## config.mk

```make
export PLATFORM = sky130hd
export DESIGN_NAME = yrr_ctrl
export DESIGN_NICKNAME = d
export VERILOG_FILES = /design/src/rtl/core/yrr_pkg.sv /design/src/rtl/core/yrr_ctrl.sv
export SDC_FILE = /design/constraint.sdc
export NUM_CORES = 1
export LEC_CHECK = 0
export BUFFER_PORTS_ARGS = -buffer_cell sky130_fd_sc_hd__buf_4
export CORE_AREA = 4 4 41 43
export CTS_CLUSTER_DIAMETER = 30
export DETAILED_ROUTE_END_ITERATION = 7
export DIE_AREA = 0 0 45 47
export MAX_ROUTING_LAYER = met4
export PLACE_DENSITY = 0.72
export SLEW_MARGIN = 20
export SYNTH_ARGS = -nofsm -noshare
export SYNTH_HDL_FRONTEND = slang
export SYNTH_SLANG_ARGS = --single-unit
export TNS_END_PERCENT = 30
```

## constraint.sdc

```tcl
create_clock -name clk_i -period 2.35 [get_ports clk_i]
set_input_delay 0.1175 -clock clk_i [delete_from_list [all_inputs] [get_ports clk_i]]
set_output_delay 0.1175 -clock clk_i [all_outputs]
set_load 0.02 [all_outputs]
```

## src/rtl/core/yrr_pkg.sv

```systemverilog
// ----------------------------------------------------------------------------
// yrr_pkg
// Shared types, constants and helpers for the YUV 4:2:2 resize/rotate/RGB block.
// ----------------------------------------------------------------------------
package yrr_pkg;

  localparam int unsigned StoreAw   = 17;
  localparam int unsigned SizeW     = 9;
  localparam int unsigned DivW      = 17;
  localparam int unsigned DivSteps  = DivW;
  localparam int unsigned DefMaxW   = 256;
  localparam int unsigned DefMaxH   = 256;

  // register indexes
  localparam logic [2:0] RegSrcH = 3'd0;
  localparam logic [2:0] RegSrcW = 3'd1;
  localparam logic [2:0] RegDstH = 3'd2;
  localparam logic [2:0] RegDstW = 3'd3;
  localparam logic [2:0] RegRot  = 3'd4;

  // rotation codes
  localparam logic [1:0] RotLeft  = 2'd1;
  localparam logic [1:0] RotRight = 2'd2;

  // read select codes
  localparam logic [1:0] SelY  = 2'd0;
  localparam logic [1:0] SelCb = 2'd1;
  localparam logic [1:0] SelCr = 2'd2;

  // color coefficients, scaled by 10000
  localparam logic [14:0] KRCr  = 15'd14065;
  localparam logic [14:0] KGCb  = 15'd3455;
  localparam logic [14:0] KGCr  = 15'd7169;
  localparam logic [14:0] KBCb  = 15'd17790;
  // ceil(2^36 / 10000): exact floor(m / 10000) for m < 2^22
  localparam logic [22:0] RecipM     = 23'd6871948;
  localparam int unsigned RecipShift = 36;
  localparam logic [8:0]  ChromaBias = 9'd128;

  typedef struct packed {
    logic        action;
    logic [16:0] load_addr;
    logic [7:0]  load_byte;
    logic [7:0]  out_row;
    logic [7:0]  out_col;
  } in_word_t;

  typedef struct packed {
    logic [15:0] dest_index;
    logic [7:0]  red;
    logic [7:0]  green;
    logic [7:0]  blue;
    logic        coord_error;
  } out_word_t;

  typedef struct packed {
    logic       cap_in;
    logic       div_init;
    logic       div_step;
    logic       addr_calc;
    logic       rd_en;
    logic [1:0] rd_sel;
    logic       lat_y;
    logic       lat_cb;
    logic       lat_cr;
    logic       mul1;
    logic       mul2;
    logic       out_load;
  } yrr_cmd_t;

  typedef struct packed {
    logic in_action;
    logic coord_err;
    logic out_busy;
  } yrr_status_t;

  // clamp a size register to 1..maxv
  function automatic logic [SizeW-1:0] eff_size(input logic [SizeW-1:0] v,
                                                 input int unsigned maxv);
    logic [SizeW-1:0] res;
    res = v;
    if (v == '0) res = SizeW'(1);
    else if (32'(v) > maxv) res = SizeW'(maxv);
    return res;
  endfunction

  function automatic logic [7:0] clip8(input logic signed [10:0] v);
    logic [7:0] res;
    res = v[7:0];
    if (v > 11'sd255) res = 8'hFF;
    else if (v < 11'sd0) res = 8'h00;
    return res;
  endfunction

endpackage

```

## src/rtl/core/yrr_ctrl.sv

```systemverilog
// ----------------------------------------------------------------------------
// yrr_ctrl
// Sequencer for one input word: load write, or the convert steps.
// ----------------------------------------------------------------------------
module yrr_ctrl (
  input  logic                 clk_i,
  input  logic                 rst_ni,
  input  logic                 in_valid_i,
  output logic                 in_stall_o,
  input  yrr_pkg::yrr_status_t status_i,
  output yrr_pkg::yrr_cmd_t    cmd_o
);
  import yrr_pkg::*;

  localparam logic [3:0] StIdle  = 4'd0;
  localparam logic [3:0] StChk   = 4'd1;
  localparam logic [3:0] StDiv   = 4'd2;
  localparam logic [3:0] StAddr  = 4'd3;
  localparam logic [3:0] StRdY   = 4'd4;
  localparam logic [3:0] StRdCb  = 4'd5;
  localparam logic [3:0] StRdCr  = 4'd6;
  localparam logic [3:0] StLatCr = 4'd7;
  localparam logic [3:0] StMul1  = 4'd8;
  localparam logic [3:0] StMul2  = 4'd9;
  localparam logic [3:0] StDone  = 4'd10;

  localparam int unsigned CntW = $clog2(DivSteps);

  logic [3:0]      state_q, state_d;
  logic [CntW-1:0] cnt_q, cnt_d;

  assign in_stall_o = (state_q != StIdle);

  always_comb begin
    state_d = state_q;
    cnt_d   = cnt_q;
    cmd_o   = '0;
    case (state_q)
      StIdle: begin
        if (in_valid_i) begin
          cmd_o.cap_in = 1'b1;
          if (status_i.in_action) state_d = StChk;
        end
      end
      StChk: begin
        if (status_i.coord_err) begin
          state_d = StDone;
        end else begin
          cmd_o.div_init = 1'b1;
          cnt_d   = '0;
          state_d = StDiv;
        end
      end
      StDiv: begin
        cmd_o.div_step = 1'b1;
        cnt_d = cnt_q + CntW'(1);
        if (cnt_q == CntW'(DivSteps - 1)) state_d = StAddr;
      end
      StAddr: begin
        cmd_o.addr_calc = 1'b1;
        state_d = StRdY;
      end
      StRdY: begin
        cmd_o.rd_en  = 1'b1;
        cmd_o.rd_sel = SelY;
        state_d = StRdCb;
      end
      StRdCb: begin
        cmd_o.rd_en  = 1'b1;
        cmd_o.rd_sel = SelCb;
        cmd_o.lat_y  = 1'b1;
        state_d = StRdCr;
      end
      StRdCr: begin
        cmd_o.rd_en  = 1'b1;
        cmd_o.rd_sel = SelCr;
        cmd_o.lat_cb = 1'b1;
        state_d = StLatCr;
      end
      StLatCr: begin
        cmd_o.lat_cr = 1'b1;
        state_d = StMul1;
      end
      StMul1: begin
        cmd_o.mul1 = 1'b1;
        state_d = StMul2;
      end
      StMul2: begin
        cmd_o.mul2 = 1'b1;
        state_d = StDone;
      end
      StDone: begin
        // hold until the output register is free
        if (!status_i.out_busy) begin
          cmd_o.out_load = 1'b1;
          state_d = StIdle;
        end
      end
      default: state_d = StIdle;
    endcase
  end

  always_ff @(posedge clk_i or negedge rst_ni) begin
    if (!rst_ni) begin
      state_q <= StIdle;
      cnt_q   <= '0;
    end else begin
      state_q <= state_d;
      cnt_q   <= cnt_d;
    end
  end

endmodule

```

==> results.md, run 1 <==
- Starting Density: a little under half
- DRT iter0 DRCs: 7
- CTS H-tree lvls: 1
- Die width: approximately 45 um
- Sw frac: between 40% and 50%
- Worst hold endpoint: state_q[1]
- Max Transition Viols Final: 0
- Max incr delay on CP: around 600 ps
- Post-synthesis sequential area ratio: a little under two fifths
- Sequential share of power: a little under two fifths
- Yosys warns: 0
- Inst Count DP: 97
- Hold Path Stages: 3
- CTS tree: yes
- Status: finished, final reports clean
- Final worst slack: 609 ps
- Die Ht: 47 um
- Via density: 5.57
- Cell Rows: 13
- Gate power share: a little over 50%
- Clock root buffer: clkbuf_4
- Post-Syn Area: between 500 and 600 sq um
- Crit-path leading delay family: simple AND/OR/NAND/NOR gates
- RSZ-0062 raised after global routing: false
- Post-Synth XOR/XNOR Area: 4.40%
- # Post-CTS Setup Buffers: 0
- Post-Syn Instances: 68
- WL final: about 1.5 mm
- Total Routing Usage GR: 16.8%
- CTS Buffer Depth: 2
- Crit path cell chain: nor4b_2 -> buf_4
- Slew @ Worst Pin: ~550 ps
- First-pass GRT wire length: 2.39 mm
- R2R Setup Slk: slightly below 700 ps
- Worst hold path class: in2reg
- LEAKAGE: about 0.36 nW
- Crit-path slowest cell: nor4b_2
- Simple-gate area share of the yosys netlist: around 28%
- CTS sink cnt: 9
- Req. time, crit path: roughly 2200 ps
- Distinct cells, synth: 31
- Pre-Repair DR Iteration Count: 4
- Final Hold Viols: 0
- R2r endpoint: cnt_q[0]
- Antenna diode count: 0
- Fraction of layout cells with a size suffix above 1: 27.6%
- Worst Skew: around 0.93 ps
- Placer Congestion: 0.851
- Max-Cap Viols: 0
- Final worst path period need: about 1700 ps
- Max-slew headroom: around 63%
- Final non-filler cell total: approximately 100
- Post-synthesis mux area share: roughly 1.9%
- Post-DP HPWL: 1.04 mm
- Crit. End Element: primary output
- HP Start: status_i[0]
- Core footprint: 1300 sq um
- Setup TNS: 0 ps
- Top-Level Pins: 20
- Nets: 96
- Power Internal: 0.505 mW
- Syn Area/Cell: 8.78 sq um
- Startpoint class of the critical path: register
- CP Class: reg2out
- Clock Latency Late Sink: 260 ps
- Drc violations: 0
- Fmax: approximately 570 MHz
- Total grt overflow: 0
- Largest fanout on the critical path: 13
- Data arrival, critical path: between 1500 and 2000 ps
- CTS buffer count: 3
- Die area: 2120 sq um
- Antenna Nets Post-Route: 0
- Complex-gate fraction of the synthesized area: about 18%
- Fin crit share: approximately 74%
- Syn Nets: 76
- Post-synthesis sequential element count: 9
- Initial antenna violation count: 0
- P_sw: 0.435 mW
- Clock transition at path regs: about 60 ps
- Tot Pwr: between 0.9 and 1 mW
- Area growth syn-to-layout: 28.9%
- Pre-CTS WS: slightly above 700 ps
- Vias: ~570
- VDD IR-drop max: 0.777 mV
- Largest family of logic cells by synthesized area: simple AND/OR/NAND/NOR gates
- Synth Area in Adders: 4.19%
- Vias in the first global route: approximately 520
- Largest net degree at the start of global routing: 15
- Clock share of power: around an eighth
- # port buffers: 19
- FF-to-FF path depth: 3
- Avg WL per Cell: 14.2 um
- WP buf/inv: 1
- Launch point of the worst reg-to-reg path: state_q[1]
- Final setup vio count: 0
- Cell Pwr Density: 1220 nW/um^2
[worst max path at each step]
| stage | slack [ps] | depth (start not counted) | end | startpoint |
|---|---|---|---|---|
| finish | 610 | 2 | cmd_o[10] | state_q[2] |
| global route | 460 | 2 | cmd_o[10] | state_q[2] |
| CTS | 580 | 2 | cmd_o[10] | state_q[2] |
| detailed placement | 720 | 3 | cnt_q[0] | state_q[1] |
| global placement | 740 | 3 | cnt_q[0] | state_q[1] |
| floorplan | 820 | 3 | cnt_q[2] | state_q[2] |
[repair_timing]
| item | 4_1_cts | 5_1_grt |
|---|---|---|
| resized for setup | 0 | 0 |
| hold buffers | 1 | 0 |
| endpoints found under the hold margin | 9 | 0 |
[synthesized netlist by cell type]
master	number	share of area [%]
nand2b_1	5	5.2
nor3_1	3	2.5
dfrtp_1	9	38
nand2_1	3	1.9
and3_1	2	2.1
inv_1	2	1.3
or3_1	1	1.0
or3b_1	1	1.5
buf_2	2	1.7
o21ai_0	1	0.84
xor2_1	1	1.5
clkbuf_1	2	1.3
nor2_1	10	6.3
mux2_2	1	1.9
a22oi_1	1	1.3
a211oi_1	1	1.3
nor4_1	1	1.0
nand3_1	3	2.5
nor3b_1	1	1.3
a211o_1	2	2.9
a22o_1	3	4.4
xnor2_1	2	2.9
o21bai_1	1	1.3
o41ai_1	1	1.5
o21ai_1	1	0.84
a21oi_1	2	1.7
nor4b_2	1	2.5
a31oi_1	1	1.0
buf_4	1	1.3
a2111oi_0	1	1.5
ha_1	2	4.2
[kinds of logic (layout without fill, tap and decap cells)]
| family | count (synthesis) | after routing |
|---|---|---|
| flops | 9 | 9 |
| compound gates | 15 | 15 |
| fa+ha+maj | 2 | 2 |
| xor+xnor | 3 | 3 |
| simple gates | 31 | 31 |
| mux | 1 | 1 |
| buf+inv | 7 | 26 |
[worst reg2reg max path, delay by kind of cell, from the launching register on]
kind,cells,cell delay [ps]
and+or+nand+nor,1,420
DFF,1,510
muxes,1,280
AOI/OAI and AO/OA,1,350
[flip-flops by register name, summed over array words and instances (netlist names)]
register	cells
cnt_q	5
state_q	4
[cell usage in the layout (no fill, tap or decap), types with 3 or more instances in the layout]
| cell | count |
|---|---|
| buf_4 | 19 |
| nor2_1 | 10 |
| dfrtp_1 | 9 |
| nand2b_1 | 5 |
| nor3_1 | 3 |
| nand2_1 | 3 |
| nand3_1 | 3 |
| a22o_1 | 3 |
| clkbuf_4 | 3 |
[stage by stage]
| stage | utilization (%) | hold WS [ps] | instance area [sq um] |
|---|---|---|---|
| 4_1_cts | 59.1 | 201 | 769 |
| 2_1_floorplan | - | -178 | 597 |
| 3_3_place_gp | 56.3 | -52.3 | 733 |
| 6_report | 59.1 | 196 | 769 |
| 3_5_place_dp | 56.3 | -52.4 | 733 |
| 5_1_grt | 59.1 | 202 | 769 |
[per-layer routing]
| metal | vias up | track usage [%] | share of wire, % |
|---|---|---|---|
| li1 | 285 | - | - |
| met5 | - | - | 0 |
| met3 | 4 | 5.75 | 4.5 |
| met2 | 13 | 26.0 | 51 |
| met4 | 0 | 10.5 | 2.6 |
| met1 | 266 | 18.4 | 42 |
[layout make-up]
class,instances,area [sq um]
Fill cell,122,532
Multi-Input combinational cell,52,339
Sequential cell,9,225
Timing Repair Buffer,20,153
Clock buffer,4,26.3
Tap cell,15,18.8
Inverter,2,7.51
[power by group through the flow]
stage               Clock (mW)  Combinational (mW)  Sequential, mW
floorplan                    0               0.405           0.265
global placement             0               0.475           0.340
detailed placement           0               0.479           0.344
CTS                      0.126               0.481           0.343
global route             0.136               0.534           0.359
finish                   0.121               0.475           0.345
Note: power is estimated with default switching activity, not from simulation.
==> inputs of run 2 (changes only) <==
Settings changed: ABC_AREA set to 1, CORE_AREA 4 4 41 43 to not set, CORE_MARGIN set to 4, CORE_UTILIZATION set to 49, DIE_AREA 0 0 45 47 to not set, PLACE_DENSITY 0.72 to 0.77.
Clock period 2.35 ns to 1.7 ns, I/O delays scaled along.
==> results.md, run 2 <==
- Status: finished, final reports clean (unchanged)
- Synth area leader: dfrtp_1 (unchanged)
- Max-Cap Viols: 0 (unchanged)
- CTS Buffer Depth: 2 (unchanged)
- Vias in the first global route: 600 (was 524)
- Die Ht: 44.8 um (was 47 um)
- Count leader, synth: nand2_1 (was nor2_1)
- Setup TNS: 0 ps (unchanged)
- # Post-CTS Setup Buffers: 0 (unchanged)
- Largest regs: cnt_q (5), state_q (4) (unchanged)
- Drc violations: 0 (unchanged)
- LEAKAGE: 0.505 nW (was 0.363 nW)
- Post-synthesis sequential area ratio: 34.0% (was 37.7%)
- Gate power share: 61.3% (was 50.5%)
- First-pass GRT wire length: 2.54 mm (was 2.39 mm)
- Post-synthesis sequential element count: 9 (unchanged)
- Cell Rows: 12 (was 13)
- Initial antenna violation count: 0 (unchanged)
- Clock share of power: 11.3% (was 12.8%)
- Avg WL per Cell: 11.3 um (was 14.2 um)
- # resized after CTS: 0 (unchanged)
- Cell Pwr Density: 1720 nW/um^2 (was 1220 nW/um^2)
- Largest cells by area after synthesis: dfrtp_1 34%, nand2_1 15%, inv_1 6.8% (was dfrtp_1 38%, nor2_1 6.3%, nand2b_1 5.2%)
- Fill cell count: 115 (was 122)
- DRT iter0 DRCs: 17 (was 7)
- Total grt overflow: 0 (unchanged)
- Final worst slack: 270 ps (was 609 ps)
- Die area: 2000 sq um (was 2120 sq um)
- Fin crit share: a little over four fifths
- Die width: 44.8 um (was 45 um)
- Clock transition at path regs: 60 ps (about the same)
- Final worst path period need: between 1000 and 1500 ps
- P_sw: 0.734 mW (was 0.435 mW)
- Top reg by flops: cnt_q (unchanged)
- Startpoint class of the critical path: register (unchanged)
- EDFF count, synth: 0 (unchanged)
- Vias: 641 (was 568)
- Hold WS: 115 ps (was 196 ps)
- Most frequent cells in the layout: 26 x nand2_1, 19 x buf_4, 12 x inv_1, 12 x nor2_1, 9 x dfrtp_1 (was 19 x buf_4, 10 x nor2_1, 9 x dfrtp_1)
- Syn Area/Cell: 6.97 sq um (was 8.78 sq um)
- RSZ-0062 raised after global routing: false (unchanged)
- Post-DP HPWL: 1.25 mm (was 1.04 mm)
- Placer Congestion: 0.834 (was 0.851)
- Ys flop type: dfrtp_1 (unchanged)
- Power Internal: 0.727 mW (was 0.505 mW)
- Fmax: 699 MHz
- Pre-CTS WS: 430 ps (was 717 ps)
- Area share of the largest cell type after synthesis: 34.0% (was 37.7%)
- Max Transition Viols Final: 0 (unchanged)
- Slew @ Worst Pin: 308 ps (was 547 ps)
- VDD IR-drop max: 1.00 mV (was 0.777 mV)
- CTS buffer count: 3 (unchanged)
- Crit-path leading delay family: flip-flops (was simple AND/OR/NAND/NOR gates)
- Largest net degree at the start of global routing: 10 (was 15)
- Distinct cells, synth: 19 (was 31)
- CTS sink cnt: 9 (unchanged)
- Hold Buf Count CTS: 1 (unchanged)
- WP buf/inv: 2 (was 1)
- CTS tree: yes (unchanged)
- Starting Density: 55.8% (was 45.9%)
- Fraction of layout cells with a size suffix above 1: 34.7% (was 27.6%)
- Post-Syn Area: 662 sq um (was 597 sq um)
- Area growth syn-to-layout: 28.5% (was 28.9%)
- Largest register FFs: 5 (unchanged)
- Crit-path slowest cell: dfrtp_1 (was nor4b_2)
- Crit path cell chain: inv_2 -> nand2_1 -> nor4_1 -> buf_4 (was nor4b_2 -> buf_4)
- Nets: 127 (was 96)
- CP Class: reg2out (unchanged)
- Most common cell after layout, fill and taps aside: nand2_1 (was buf_4)
- Synth async-reset ratio: 100% (unchanged)
- Sequential share of power: 27.3% (was 36.7%)
- CTS H-tree lvls: 1 (unchanged)
- Core footprint: 1190 sq um (was 1300 sq um)
- Largest fanout on the critical path: 5 (was 13)
- Syn Nets: 103 (was 76)
- Top-Level Pins: 20 (unchanged)
- Clock root buffer: clkbuf_4 (unchanged)
- Worst Skew: 8.29 ps (was 0.931 ps)
- Antenna Nets Post-Route: 0 (unchanged)
- Antenna diode count: 0 (unchanged)
- Req. time, crit path: 1620 ps (was 2230 ps)
- Final Hold Viols: 0 (unchanged)
- Pre-Repair DR Iteration Count: 4 (unchanged)
- Clock Latency Late Sink: 260 ps (about the same)
- Tot Pwr: 1.46 mW (was 0.940 mW)
- Crit. End Element: primary output (unchanged)
- Sw frac: 50.2% (was 46.3%)
- Total Routing Usage GR: 17.8% (was 16.8%)
- Max incr delay on CP: 440 ps (was 600 ps)
- Worst hold path class: in2reg (unchanged)
- Inst Count DP: 127 (was 97)
- Yosys warns: 0 (unchanged)
- WL final: 1.49 mm (was 1.45 mm)
- Via density: 4.86 (was 5.57)
- Data arrival, critical path: 1340 ps (was 1620 ps)
- Synth cell count leaders: 26 x nand2_1, 12 x inv_1, 12 x nor2_1, 9 x dfrtp_1, 7 x nand3_1 (was 10 x nor2_1, 9 x dfrtp_1, 5 x nand2b_1)
- Final non-filler cell total: 132 (was 102)
- Max-slew headroom: 79.3% (was 63.4%)
- Final setup vio count: 0 (unchanged)
- # port buffers: 19 (unchanged)
- Post-Syn Instances: 95 (was 68)
run 2: changes by cell type after synthesis, sizes merged, moves of 4 or more:
cell and change:
nand2 +25, o21ai +5, inv +15, nand2b -5
nor2 +6, nand3 +4
run 2: layout make-up:
class / count / area (sq um) / share of cell area (%)
multi-input combinational: 68 / 365 / 42.9
sequential: 9 / 225 / 26.5
timing repair buffer: 20 / 153 / 17.9
inverter: 17 / 63.8 / 7.50
clock buffer: 4 / 26.3 / 3.09
tap: 14 / 17.5 / 2.06
run 2: stage by stage:
stage                     utilization, %  area, sq um
after floorplan                        -          662
after global placement              68.7          815
after detailed placement            68.7          815
after CTS                           71.7          851
after global routing                71.7          851
final                               71.7          851
run 2: power groups by stage:
stage	registers, mW	logic (mW)	clock network [mW]
after floorplan	0.380	0.661	0
after global placement	0.398	0.879	0
after detailed placement	0.401	0.900	0
after CTS	0.398	0.903	0.172
after global routing	0.419	0.998	0.179
final	0.399	0.896	0.165
run 2: cells by family after synthesis:
| logic type | synth area share, % |
|---|---|
| adders and majority gates | 3.78 |
| AOI/OAI and AO/OA | 13.0 |
| buffers and inverters | 10.8 |
| DFF | 34.0 |
| and+or+nand+nor | 38.4 |
run 2: metal layers:
metal / up-vias / share of wire [%] / GRT usage, %
li1: 339 / - / -
met1: 287 / 46 / 23.7
met2: 13 / 47 / 25.5
met3: 2 / 6.1 / 5.98
met4: 0 / 0.40 / 4.82
met5: - / 0 / -
run 2: tightest hold or removal path: stages:
cell and delay (ps):
buf_4 110, nand3_1 70, nand3_1 80
run 2: path summary, 6_finish.rpt:
path                             start         end  slack (ps)  depth (start not counted)
min                        status_i[1]  state_q[3]         110                          3
max in group asynchronous       rst_ni  state_q[0]        1380                          2
min in group asynchronous       rst_ni  state_q[2]         180                          2
min reg2reg                 state_q[0]  state_q[0]         550                          1
max                         state_q[0]    cmd_o[0]         270                          4
max reg2reg                 state_q[2]    cnt_q[3]         410                          4
==> inputs of run 3 (changes only) <==
Clock period 1.7 ns to 1.5 ns, I/O delays scaled along.
==> results.md, run 3 (synthesized netlist as in run 2, its figures left out) <==
- Status: finished, final reports clean (unchanged)
- Crit. End Element: primary output (unchanged)
- CTS sink cnt: 9 (unchanged)
- Max-slew headroom: 83.0% (was 79.3%)
- Final worst slack: 88.3 ps (was 270 ps)
- Initial antenna violation count: 0 (unchanged)
- Startpoint class of the critical path: register (unchanged)
- Setup TNS: 0 ps (unchanged)
- Pre-Repair DR Iteration Count: 4 (unchanged)
- Vias in the first global route: 600 (unchanged)
- Req. time, crit path: 1420 ps (was 1620 ps)
- Largest fanout on the critical path: 5 (unchanged)
- Crit path cell chain: nor2_2 -> nand2_1 -> nor2_1 -> buf_4 (was inv_2 -> nand2_1 -> nor4_1 -> buf_4)
- Largest regs: cnt_q (5), state_q (4) (unchanged)
- Starting Density: 55.8% (unchanged)
- Final worst path period need: around 1400 ps
- Inst Count DP: 127 (unchanged)
- Via density: 4.90 (was 4.86)
- Data arrival, critical path: 1340 ps (about the same)
- Worst Skew: 8.56 ps (was 8.29 ps)
- Area after DPL: 815 sq um (unchanged)
- CP Class: reg2out (unchanged)
- Total grt overflow: 0 (unchanged)
- Fraction of layout cells with a size suffix above 1: 35.6% (was 34.7%)
- Avg WL per Cell: 11.4 um (was 11.3 um)
- Final setup vio count: 0 (unchanged)
- Top-Level Pins: 20 (unchanged)
- Fmax: roughly 710 MHz
- CTS Buffer Depth: 2 (unchanged)
- Crit-path slowest cell: dfrtp_1 (unchanged)
- Max-Cap Viols: 0 (unchanged)
- Antenna diode count: 0 (unchanged)
- Die Ht: 44.8 um (unchanged)
- Fill cell count: 114 (was 115)
- WL final: 1.50 mm (was 1.49 mm)
- Total Routing Usage GR: 17.8% (unchanged)
- RSZ-0062 raised after global routing: false (unchanged)
- # Post-CTS Setup Buffers: 0 (unchanged)
- Max incr delay on CP: 450 ps (was 440 ps)
- Max Transition Viols Final: 0 (unchanged)
- Cell Pwr Density: 1940 nW/um^2 (was 1720 nW/um^2)
- CTS buffer count: 3 (unchanged)
- Most common cell after layout, fill and taps aside: nand2_1 (unchanged)
- Area growth syn-to-layout: 29.5% (was 28.5%)
- Final Hold Viols: 0 (unchanged)
- Post-DP HPWL: 1.25 mm (unchanged)
- Pre-CTS WS: 230 ps (was 430 ps)
- Placer Congestion: 0.834 (unchanged)
- VDD IR-drop max: 1.14 mV (was 1.00 mV)
- Nets: 127 (unchanged)
- Core footprint: 1190 sq um (unchanged)
- # port buffers: 19 (unchanged)
- First-pass GRT wire length: 2.54 mm (unchanged)
- Die width: 44.8 um (unchanged)
- Clock root buffer: clkbuf_4 (unchanged)
- Clock transition at path regs: 60 ps (about the same)
- LEAKAGE: 0.505 nW (about the same)
- Cell area after layout: 857 sq um (was 851 sq um)
- CTS tree: yes (unchanged)
- DRT iter0 DRCs: 20 (was 17)
- Top reg by flops: cnt_q (unchanged)
- Clock Latency Late Sink: 260 ps (about the same)
- Worst hold path class: in2reg (unchanged)
- Cell Rows: 12 (unchanged)
- Vias: 647 (was 641)
- Largest net degree at the start of global routing: 10 (unchanged)
- Antenna Nets Post-Route: 0 (unchanged)
- Most frequent cells in the layout: 26 x nand2_1, 19 x buf_4, 12 x inv_1, 12 x nor2_1, 9 x dfrtp_1 (unchanged)
- CTS H-tree lvls: 1 (unchanged)
- Fin crit share: around 94%
- Drc violations: 0 (unchanged)
- Slew @ Worst Pin: 254 ps (was 308 ps)
- Die area: 2000 sq um (unchanged)
- Final non-filler cell total: 132 (unchanged)
- Largest register FFs: 5 (unchanged)
run 3: cell counts in the layout (fill, tap and decap cells not counted):
No cell type changed its count.
run 3: worst max-delay path, delay by kind of cell (launching register included):
family / cells / cell delay, ps
flops: 1 / 450
buf+inv: 1 / 150
simple gates: 3 / 470
run 3: report_power, final:
group | leakage [nW] | switching [mW] | total (mW) | internal (mW)
clock | 0.0150 | 0.0842 | 0.187 | 0.102
combinational | 0.373 | 0.642 | 1.02 | 0.379
sequential | 0.118 | 0.111 | 0.454 | 0.343
run 3: per-layer routing:
layer | vias up | part of all wire (%) | GRT usage, %
met3 | 2 | 7.1 | 5.98
li1 | 341 | - | -
met2 | 16 | 47 | 25.5
met1 | 288 | 46 | 23.7
met5 | - | 0 | -
met4 | 0 | 0.40 | 4.82
run 3: area by class of cell:
type,count,area [sq um],share of cell area [%]
Multi-Input combinational cell,68,372,43.4
Timing Repair Buffer,20,153,17.8
Clock buffer,4,26.3,3.07
Tap cell,14,17.5,2.04
Sequential cell,9,225,26.3
Inverter,17,63.8,7.45
run 3: per-stage QoR:
| step | utilization, % | hold slack (ps) | total power [mW] |
|---|---|---|---|
| 2_1_floorplan | - | -221 | 1.18 |
| 3_3_place_gp | 68.7 | -96.3 | 1.45 |
| 3_5_place_dp | 68.7 | -96.9 | 1.47 |
| 4_1_cts | 71.7 | 98.1 | 1.67 |
| 5_1_grt | 72.3 | 102 | 1.82 |
| 6_report | 72.3 | 106 | 1.66 |
run 3: final timing paths:
path,start,endpoint,slack (ps),cells past startpoint
setup reg to reg,state_q[2],cnt_q[3],200,4
hold / removal,status_i[1],state_q[3],110,3
hold reg to reg,state_q[0],state_q[0],550,1
max in group asynchronous,rst_ni,state_q[0],1190,2
min in group asynchronous,rst_ni,state_q[3],170,2
setup / recovery,state_q[2],cmd_o[12],90,4
run 3: repair_timing:
item	4_1_cts	5_1_grt
endpoints found under the hold margin	9	0
hold buffers	1	0
setup endpoints to repair	0	1
gates resized for setup	0	1
